==> config.mk <==
export PLATFORM = sky130hd
export DESIGN_NAME = sorted_priority_queue
export DESIGN_NICKNAME = d
export VERILOG_FILES = /design/src/rtl/spq_pkg.sv /design/src/rtl/spq_cell.sv /design/src/rtl/sorted_priority_queue.sv
export SDC_FILE = /design/constraint.sdc
export NUM_CORES = 2
export LEC_CHECK = 0
export ABC_CLOCK_PERIOD_IN_PS = 28900
export BUFFER_PORTS_ARGS = -buffer_cell sky130_fd_sc_hd__buf_2
export CAP_MARGIN = 20
export CORE_ASPECT_RATIO = 0.7
export CORE_UTILIZATION = 50
export DETAILED_ROUTE_END_ITERATION = 12
export PLACE_DENSITY = 0.72
export SLEW_MARGIN = 20
export SYNTH_ARGS = -nofsm -noshare
export SYNTH_HDL_FRONTEND = slang
export SYNTH_SLANG_ARGS = --single-unit
==> constraint.sdc <==
create_clock -name clk -period 28.9 [get_ports clk]
set_input_delay 4.335 -clock clk [delete_from_list [all_inputs] [get_ports clk]]
set_output_delay 4.335 -clock clk [all_outputs]
set_load 0.01 [all_outputs]
==> src/rtl/spq_pkg.sv <==
// Package for the sorted priority queue.
// Holds the command codes and the control struct that the queue sends to its cells.
// No dependencies.
package spq_pkg;

  typedef enum logic {
    CMD_PUSH = 1'b0,
    CMD_POP  = 1'b1
  } spq_cmd_t;

  typedef struct packed {
    logic push;
    logic pop;
  } spq_ctl_t;

endpackage

==> src/rtl/spq_cell.sv <==
// One storage cell of the sorted queue chain: a key/value pair.
// On a push, the cell keeps its pair, takes the new pair, or takes its left neighbor's pair.
// On a pop, it takes its right neighbor's pair. Depends on spq_pkg.
module spq_cell
  import spq_pkg::*;
#(
  parameter int KEY_BITS   = 32,
  parameter int VALUE_BITS = 32
) (
  input  logic                  clk,
  input  spq_ctl_t              ctl,
  input  logic                  occupied,
  input  logic [KEY_BITS-1:0]   in_key,
  input  logic [VALUE_BITS-1:0] in_value,
  input  logic                  left_stay,
  input  logic [KEY_BITS-1:0]   left_key,
  input  logic [VALUE_BITS-1:0] left_value,
  input  logic [KEY_BITS-1:0]   right_key,
  input  logic [VALUE_BITS-1:0] right_value,
  output logic                  stay,
  output logic [KEY_BITS-1:0]   key,
  output logic [VALUE_BITS-1:0] value,
  output logic [KEY_BITS-1:0]   key_next
);

  logic [VALUE_BITS-1:0] value_next;

  // Cells that stay on a push form a prefix of the chain.
  assign stay = occupied && (key <= in_key);

  always_comb begin
    key_next   = key;
    value_next = value;
    if (ctl.push) begin
      if (!stay) begin
        if (left_stay) begin
          key_next   = in_key;
          value_next = in_value;
        end else begin
          key_next   = left_key;
          value_next = left_value;
        end
      end
    end else if (ctl.pop) begin
      key_next   = right_key;
      value_next = right_value;
    end
  end

  always_ff @(posedge clk) begin
    key   <= key_next;
    value <= value_next;
  end

endmodule

==> src/rtl/sorted_priority_queue.sv <==
// Sorted priority queue of key/value pairs, built as a chain of shifting cells.
// Top level. Depends on spq_pkg and spq_cell.
//
// Usage:
//   Input channel s_*: one item per command. s_tuser is the command (0 push, 1 pop);
//   s_tdata carries the key and the payload. A push inserts after all entries with
//   a key less than or equal to its own, so equal keys leave in arrival order.
//   Output channel m_*: exactly one result item per command, in order. It carries
//   ok, the popped value (0 unless a pop found an entry), the smallest key after
//   the operation (all ones when empty), the entry count and a full flag.
//   A push when full, or a push of the all-ones key, is dropped with ok low.
//   Output: the result is registered, valid the cycle after the command is accepted.
//   Throughput: one command per cycle when not stalled; every cell compares against
//   the new key in parallel and shifts one place to a neighbor in the same cycle.
//   Receiver stall: the single output register holds its result and s_tready drops
//   until the result is taken; no item is lost.
//   Reset: the queue is empty and no result is pending; the cells need no clearing.
module sorted_priority_queue
  import spq_pkg::*;
#(
  parameter int CAPACITY   = 16,
  parameter int KEY_BITS   = 32,
  parameter int VALUE_BITS = 32,
  localparam int CNT_BITS  = $clog2(CAPACITY + 1),
  localparam int IN_W      = ((KEY_BITS + VALUE_BITS + 7) / 8) * 8,
  localparam int OUT_BITS  = 2 + VALUE_BITS + KEY_BITS + CNT_BITS,
  localparam int OUT_W     = ((OUT_BITS + 7) / 8) * 8
) (
  input  logic             clk,
  input  logic             rst,
  input  logic             s_tvalid,
  output logic             s_tready,
  input  logic [IN_W-1:0]  s_tdata,  // key, payload, zero pad
  input  logic             s_tuser,  // cmd
  output logic             m_tvalid,
  input  logic             m_tready,
  output logic [OUT_W-1:0] m_tdata   // ok, popped_value, min_key, entry_count, is_full, pad
);

  localparam logic [KEY_BITS-1:0] KEY_EMPTY = '1;
  localparam logic [CNT_BITS-1:0] CAP_CNT   = CNT_BITS'(CAPACITY);

  logic                  accept;
  spq_cmd_t              cmd;
  logic [KEY_BITS-1:0]   in_key;
  logic [VALUE_BITS-1:0] in_value;
  spq_ctl_t              ctl;
  logic [CNT_BITS-1:0]   count;
  logic [CNT_BITS-1:0]   count_next;

  logic [CAPACITY-1:0]   stay;
  logic [KEY_BITS-1:0]   cell_key [CAPACITY];
  logic [VALUE_BITS-1:0] cell_value [CAPACITY];
  logic [KEY_BITS-1:0]   cell_key_next [CAPACITY];

  logic                  res_ok;
  logic [VALUE_BITS-1:0] res_value;
  logic [KEY_BITS-1:0]   res_min;
  logic [CNT_BITS-1:0]   res_count;
  logic                  res_full;
  logic [OUT_BITS-1:0]   res_vec;

  assign s_tready = !m_tvalid || m_tready;
  assign accept   = s_tvalid && s_tready;
  assign cmd      = spq_cmd_t'(s_tuser);
  assign in_key   = s_tdata[KEY_BITS-1:0];
  assign in_value = s_tdata[KEY_BITS+VALUE_BITS-1 -: VALUE_BITS];

  assign ctl.push = accept && (cmd == CMD_PUSH) && (count != CAP_CNT) && (in_key != KEY_EMPTY);
  assign ctl.pop  = accept && (cmd == CMD_POP) && (count != '0);

  always_comb begin
    count_next = count;
    if (ctl.push) begin
      count_next = count + CNT_BITS'(1);
    end else if (ctl.pop) begin
      count_next = count - CNT_BITS'(1);
    end
  end

  for (genvar i = 0; i < CAPACITY; i++) begin : g_cell
    logic                  l_stay;
    logic [KEY_BITS-1:0]   l_key;
    logic [VALUE_BITS-1:0] l_value;
    logic [KEY_BITS-1:0]   r_key;
    logic [VALUE_BITS-1:0] r_value;

    if (i == 0) begin : g_head
      assign l_stay  = 1'b1;
      assign l_key   = in_key;
      assign l_value = in_value;
    end else begin : g_body
      assign l_stay  = stay[i-1];
      assign l_key   = cell_key[i-1];
      assign l_value = cell_value[i-1];
    end

    if (i == CAPACITY - 1) begin : g_tail
      assign r_key   = KEY_EMPTY;
      assign r_value = '0;
    end else begin : g_mid
      assign r_key   = cell_key[i+1];
      assign r_value = cell_value[i+1];
    end

    spq_cell #(
      .KEY_BITS   (KEY_BITS),
      .VALUE_BITS (VALUE_BITS)
    ) u_cell (
      .clk         (clk),
      .ctl         (ctl),
      .occupied    (count > CNT_BITS'(i)),
      .in_key      (in_key),
      .in_value    (in_value),
      .left_stay   (l_stay),
      .left_key    (l_key),
      .left_value  (l_value),
      .right_key   (r_key),
      .right_value (r_value),
      .stay        (stay[i]),
      .key         (cell_key[i]),
      .value       (cell_value[i]),
      .key_next    (cell_key_next[i])
    );
  end

  always_ff @(posedge clk) begin
    if (rst) begin
      count    <= '0;
      m_tvalid <= 1'b0;
    end else begin
      count <= count_next;
      if (accept) begin
        m_tvalid <= 1'b1;
      end else if (m_tready) begin
        m_tvalid <= 1'b0;
      end
    end
  end

  always_ff @(posedge clk) begin
    if (accept) begin
      res_ok    <= ctl.push || ctl.pop;
      res_value <= ctl.pop ? cell_value[0] : '0;
      res_min   <= (count_next != '0) ? cell_key_next[0] : KEY_EMPTY;
      res_count <= count_next;
      res_full  <= (count_next == CAP_CNT);
    end
  end

  assign res_vec = {res_full, res_count, res_min, res_value, res_ok};
  assign m_tdata = OUT_W'(res_vec);

endmodule

* Yosys cells after proc, flatten, opt, wreduce, memory -nomap -nowiden
Index checks and enable logic that the tools add are counted.
** Word-level totals
- Register bits :: 1101
- Input port bits :: 69
- Output and inout bits :: 74
** Operators by class
- Add/subtract/negate cells :: 2
- $lt $le $gt $ge :: 32
- Equal/unequal tests :: 19
- Muxes and demuxes :: 130
- Bitwise gates (word level) :: 1
- Reductions and logical operators :: 45
** Operators by type and width (number)
- 32-bit 2-to-1 mux :: 126
- 32-bit less-or-equal comparator :: 16
- 5-bit by 4-bit > comparator with 1-bit output (second input constant) :: 8
- 2-bit inequality test (second input constant) :: 16
- 32-bit inequality test (second input constant) :: 1
- 2-bit AND reduction :: 16
- 1-bit logical AND :: 22
- 5-bit by 3-bit > comparator with 1-bit output (second input constant) :: 4
- 5-bit by 1-bit > comparator with 1-bit output (second input constant) :: 2
- 5-bit by 2-bit > comparator with 1-bit output (second input constant) :: 2
- 5-bit 2-to-1 mux :: 2
- 5-bit nonzero test :: 2
- 5-bit by 1-bit adder with 5-bit output (second input constant) :: 1
- 5-bit equality test (second input constant) :: 1
- 5-bit inequality test (second input constant) :: 1
- 5-bit by 1-bit subtractor with 5-bit output (second input constant) :: 1
- 2-bit nonzero test :: 2
- 1-bit logical OR :: 2
- 1-bit 2-to-1 mux :: 2
- 1-bit logical NOT :: 1
- 1-bit NOT :: 1

* Logic depth before layout (Yosys ltp)
- Depth after elaboration :: 8
- Gate-level depth with buffers :: 13

* Hierarchy
From an unflattened synthesis, not the netlist that was laid out.
** Unflattened totals
- Cells, all modules :: 9195
- Area total of the unflattened synthesis :: 83711.5 um2
** Modules (own cells, without submodules)
- spq_cell (g_cell[0].u_cell ...) :: instances 13, cells each 559, area each 5016.1 um2, seq. area each 1601.5 um2
- spq_cell (g_cell[7].u_cell ...) :: instances 3, cells each 558, area each 5023.6 um2, seq. area each 1601.5 um2
- sorted_priority_queue :: instances 1, cells each 254, area each 3432.0 um2, seq. area each 2252.2 um2

* Least setup slack after synthesis
No wires, ideal clock.
- Kind :: input to register
- From :: in s_tdata[28]
- To :: reg g_cell[10].u_cell.key[0] (enable)
- Arrival :: 11440 ps
- Path slack :: 16886 ps
- Stages on the path :: 12
- Path buffers :: 4
- Path through :: clkbuf_1 clkbuf_1 inv_1 ha_1 nand4_1 nor3_1 nand3_1 o21ba_2 clkbuf_1 clkbuf_1 nor3_1 o21ai_0
** On the way
- Word-level cells in the longest chain between the ends :: 4
- Elaborated cells on any way between the ends :: 7
- Classes of those cells :: order compare (1); eq/ne (2); reduce/logical (4)
** Ends and longest elaborated chain
- from (decl) :: RTL line sorted_priority_queue.sv:33 : input logic [IN_W-1:0] s_tdata,
- 32-bit less-or-equal comparator or 32-bit inequality test (tied branches) :: RTL line spq_cell.sv:29, sorted_priority_queue.sv:69
- 1-bit logical AND (on tied branches) :: RTL line spq_cell.sv:29, sorted_priority_queue.sv:69
- 2-bit inequality test (no source line) or 2-bit nonzero test (tied branches)
- 2-bit AND reduction (no source line) *
- to (signal assigned) :: RTL line spq_cell.sv:51 : key <= key_next;
- to (decl) :: RTL line spq_cell.sv:21 : output logic [KEY_BITS-1:0] key,
Mark *: on every way between the ends. The rest lies on a longest branch, timed or not.
A chain may end at the register's enable or synchronous reset.

* Worst setup path in the final report
- From :: in s_tdata[31]
- To :: reg g_cell[11].u_cell.value[8] (enable)
** On the way
- Word-level cells in the longest chain between the ends :: 4
- Elaborated cells on any way between the ends :: 7
- Classes of those cells :: order compare (1); eq/ne (2); reduce/logical (4)
** Ends and longest elaborated chain
- 32-bit less-or-equal comparator or 32-bit inequality test (tied branches) :: RTL line spq_cell.sv:29, sorted_priority_queue.sv:69
- 1-bit logical AND (on tied branches) :: RTL line spq_cell.sv:29, sorted_priority_queue.sv:69
- 2-bit inequality test (no source line) or 2-bit nonzero test (tied branches)
- 2-bit AND reduction (no source line) *
- to (signal assigned) :: RTL line spq_cell.sv:52 : value <= value_next;
- to (decl) :: RTL line spq_cell.sv:22 : output logic [VALUE_BITS-1:0] value,
Marked as above.

==> run summary <==
Seq/Total Area, Yosys: 46.67%
CTS tree: built
Power per cell area: 68.19 nW/um2
Die height: 315.1 um
Initial Util: 50.56%
Postcts setup bufs: 0
Sw Pwr: 1838 uW
Initial antenna violation count: 9
Wire per inst: 32.28 um
CORE AREA: 138,500 um2
# IOs: 143
Final period utilization: 32.76%
Relative slew slack: 12.36%
Crit path top cell by count: buf_4
Worst Skew: 0.03318 ns
Pre-antenna DRT Iters: 9
Int Pwr: 3303 uW
CTS sink cnt: 1,101
Clock Path Buffers: 3
Slew at the pin with the worst max-slew slack: 1.315 ns
Port buffer count: 141
Buffers and inverters on the worst path: 5
Crit-path max FO: 65
Unrepaired setup endpoints after global routing: false
Clock power frac: 29.7%
GRT Total Usage: 38.23%
Ratio of cells with drive above 1 in the final layout: 8.001%
Number of global-route vias before repair: 62,720
# H-tree levels: 3
Overall power: 5141 uW
Final Wtd Congestion: 1.053
Hpwl dp: 165.7 mm
Comb pwr share: 27.0%
Via count: 65,430
Drt via density: 7.513
Post-cts resize count: 0
Syn_nets: 7,703
Drt total wl: 281.1 mm
Area delta synth->final: 7.666%
Pin count of the biggest net entering global routing: 245
Yosys cell types: 70
Async S/R FF share, synth: 0%
Syn Inst Count: 7,117
Reg power frac: 43.3%
Commonest non-fill, non-tap cell in the layout: edfxtp_1
Mapped Area: 70,020 um2
Post-route setup TNS: 0 ns
Synth Flop Type: edfxtp_1
Post-DRT Antenna Nets: 0
Setup-failing EPs final: 0
Hold Violations, Final: 0
Nature of the critical path endpoint: flop
Remaining Overflow, GRT: 0
Setup crit start kind: primary input
1st-iter DRT viols: 11,640
Max VDD drop: 0.00005157 V
Slew Viols, Final: 0
Synth Area per Inst: 9.839 um2
Worst Hold Class: reg -> reg
F_max: 105.6 MHz
Min Tclk post-route: 9.467 ns
Clk Tree Root Cell: clkbuf_16
Yosys warnings: 0
Drt drc: 0
CP max stage cell: nor3_1
Cts hold-fix bufs: 0
Worst path max stage delay: 0.94 ns
Number of max-cap violations: 0
Yosys reg bits: 1,101
Critical Path AT: 9.87 ns
Chip width: 449.3 um
Number of enable flip-flop cells after synthesis: 1,063
Net count, final: 7,343
CP Data Required Time: 29.30 ns
TritonCTS buffer count: 113
CP delay by family, top: buffers and inverters
Worst-path cell chain: buf_2, buf_4, inv_1, ha_1, nand4_1, nor3_1, nand3_1, a31oi_4, buf_4, nor3_1, o21ai_4, buf_4
Clk slew on worst S/H paths: 0.06 ns
Most frequent cells in the layout: edfxtp_1 (1,063), nor2_1 (915), a21oi_1 (566)
Outcome: completed
Row cnt: 114
DIE AREA: 141,600 um2
WS Path Type: in -> reg
Worst-skew pair later-pin latency: 0.79 ns
Leakage: 0.02642 uW
Global-route wire length before repair: 407.7 mm
Switching fraction of total power: 35.75%
flip-flops by register name (all words and copies together) (netlist names):
register	cells
g_cell.u_cell.key	512
res_ok	1
res_full	1
res_count	5
res_min	32
count	5
res_value	32
g_cell.u_cell.value	512
m_tvalid	1
cell type report:
class	instances	area [um2]
Antenna cell	4	10.01
Clock buffer	155	3120
Tap cell	1856	2322
Multi-Input combinational cell	5185	34500
Sequential cell	1101	32680
Fill cell	12110	63110
Timing Repair Buffer	286	1949
Clock inverter	52	544.3
Inverter	70	265.3
worst paths after layout:
kind / startpoint / end / depth (start not counted) / slack, ns
worst min-delay path: g_cell[15].u_cell.value[1] / g_cell[14].u_cell.value[1] / 2 / 0.53
worst max-delay path: s_tdata[31] / g_cell[11].u_cell.value[8] / 12 / 19.43
worst min register to register: g_cell[15].u_cell.value[1] / g_cell[14].u_cell.value[1] / 2 / 0.53
worst max register to register: count[0] / g_cell[7].u_cell.key[27] / 9 / 23.51
power by group through the flow:
stage / Sequential, uW / Clock (uW) / Combinational [uW]
after detailed placement: 2250 / 0 / 1300
after floorplan: 2210 / 0 / 849
after CTS: 2220 / 1520 / 1310
final: 2230 / 1530 / 1390
after global placement: 2250 / 0 / 1250
after global routing: 2240 / 1580 / 1460
cells by family after synthesis:
| logic type | synth area share [%] |
|---|---|
| compound gates | 24.22 |
| simple gates | 12.11 |
| flops | 46.67 |
| buf+inv | 4.939 |
| fa+ha+maj | 9.238 |
| mux | 2.759 |
| xor+xnor | 0.05897 |
| other cells | 0.005355 |
worst reg2reg max path, stage by stage (launching register included):
cell and delay [ns]:
dfxtp_1 0.51, inv_1 0.20, ha_1 0.30, and3_1 0.19
a2111oi_2 0.44, buf_4 0.65, buf_4 0.99, o21ai_0 0.37
nand2_4 0.38, buf_4 0.94
Yosys cell counts (all sizes together) (48+ instances only):
| library cell | n | share of area, % |
|---|---|---|
| nand3 | 206 | 1.5 |
| a21oi | 571 | 4.1 |
| nand4 | 110 | 0.99 |
| a21o | 75 | 0.80 |
| nor2 | 918 | 4.9 |
| mux2i | 193 | 2.8 |
| edfxtp | 1063 | 46 |
| inv | 70 | 0.38 |
| clkbuf | 535 | 2.9 |
| a31oi | 266 | 2.4 |
| nand2 | 375 | 2.0 |
| o21ai | 416 | 3.0 |
| ha | 517 | 9.2 |
| a211oi | 140 | 1.5 |
| buf | 226 | 1.7 |
| nor3 | 160 | 1.2 |
| o211ai | 80 | 0.86 |
| o31ai | 453 | 4.9 |
| a41oi | 386 | 4.8 |
| nand2b | 48 | 0.43 |
stage by stage:
stage,area (um2),worst slack [ns],std cells,util [%],hold WS (ns)
floorplan,70020,16.89,7117,-,0.4936
global placement,71520,18.67,8492,51.64,0.5052
finish,75390,19.43,8709,54.43,0.5342
global route,75380,19.45,8706,54.43,0.5411
CTS,75240,19.67,8700,54.33,0.5310
detailed placement,71580,18.89,8493,51.68,0.5193
layer usage:
layer / global-route usage (%) / vias up / part of all wire, % / wire length [um]
li1: - / 27010 / - / -
met1: 52.06 / 31450 / 37 / 105400
met2: 51.95 / 5975 / 39 / 111000
met3: 16.81 / 987 / 18 / 50340
met4: 16.89 / 12 / 5.0 / 14140
met5: 0.9309 / - / 0.090 / 253
Note: power is estimated with default switching activity, not from simulation.
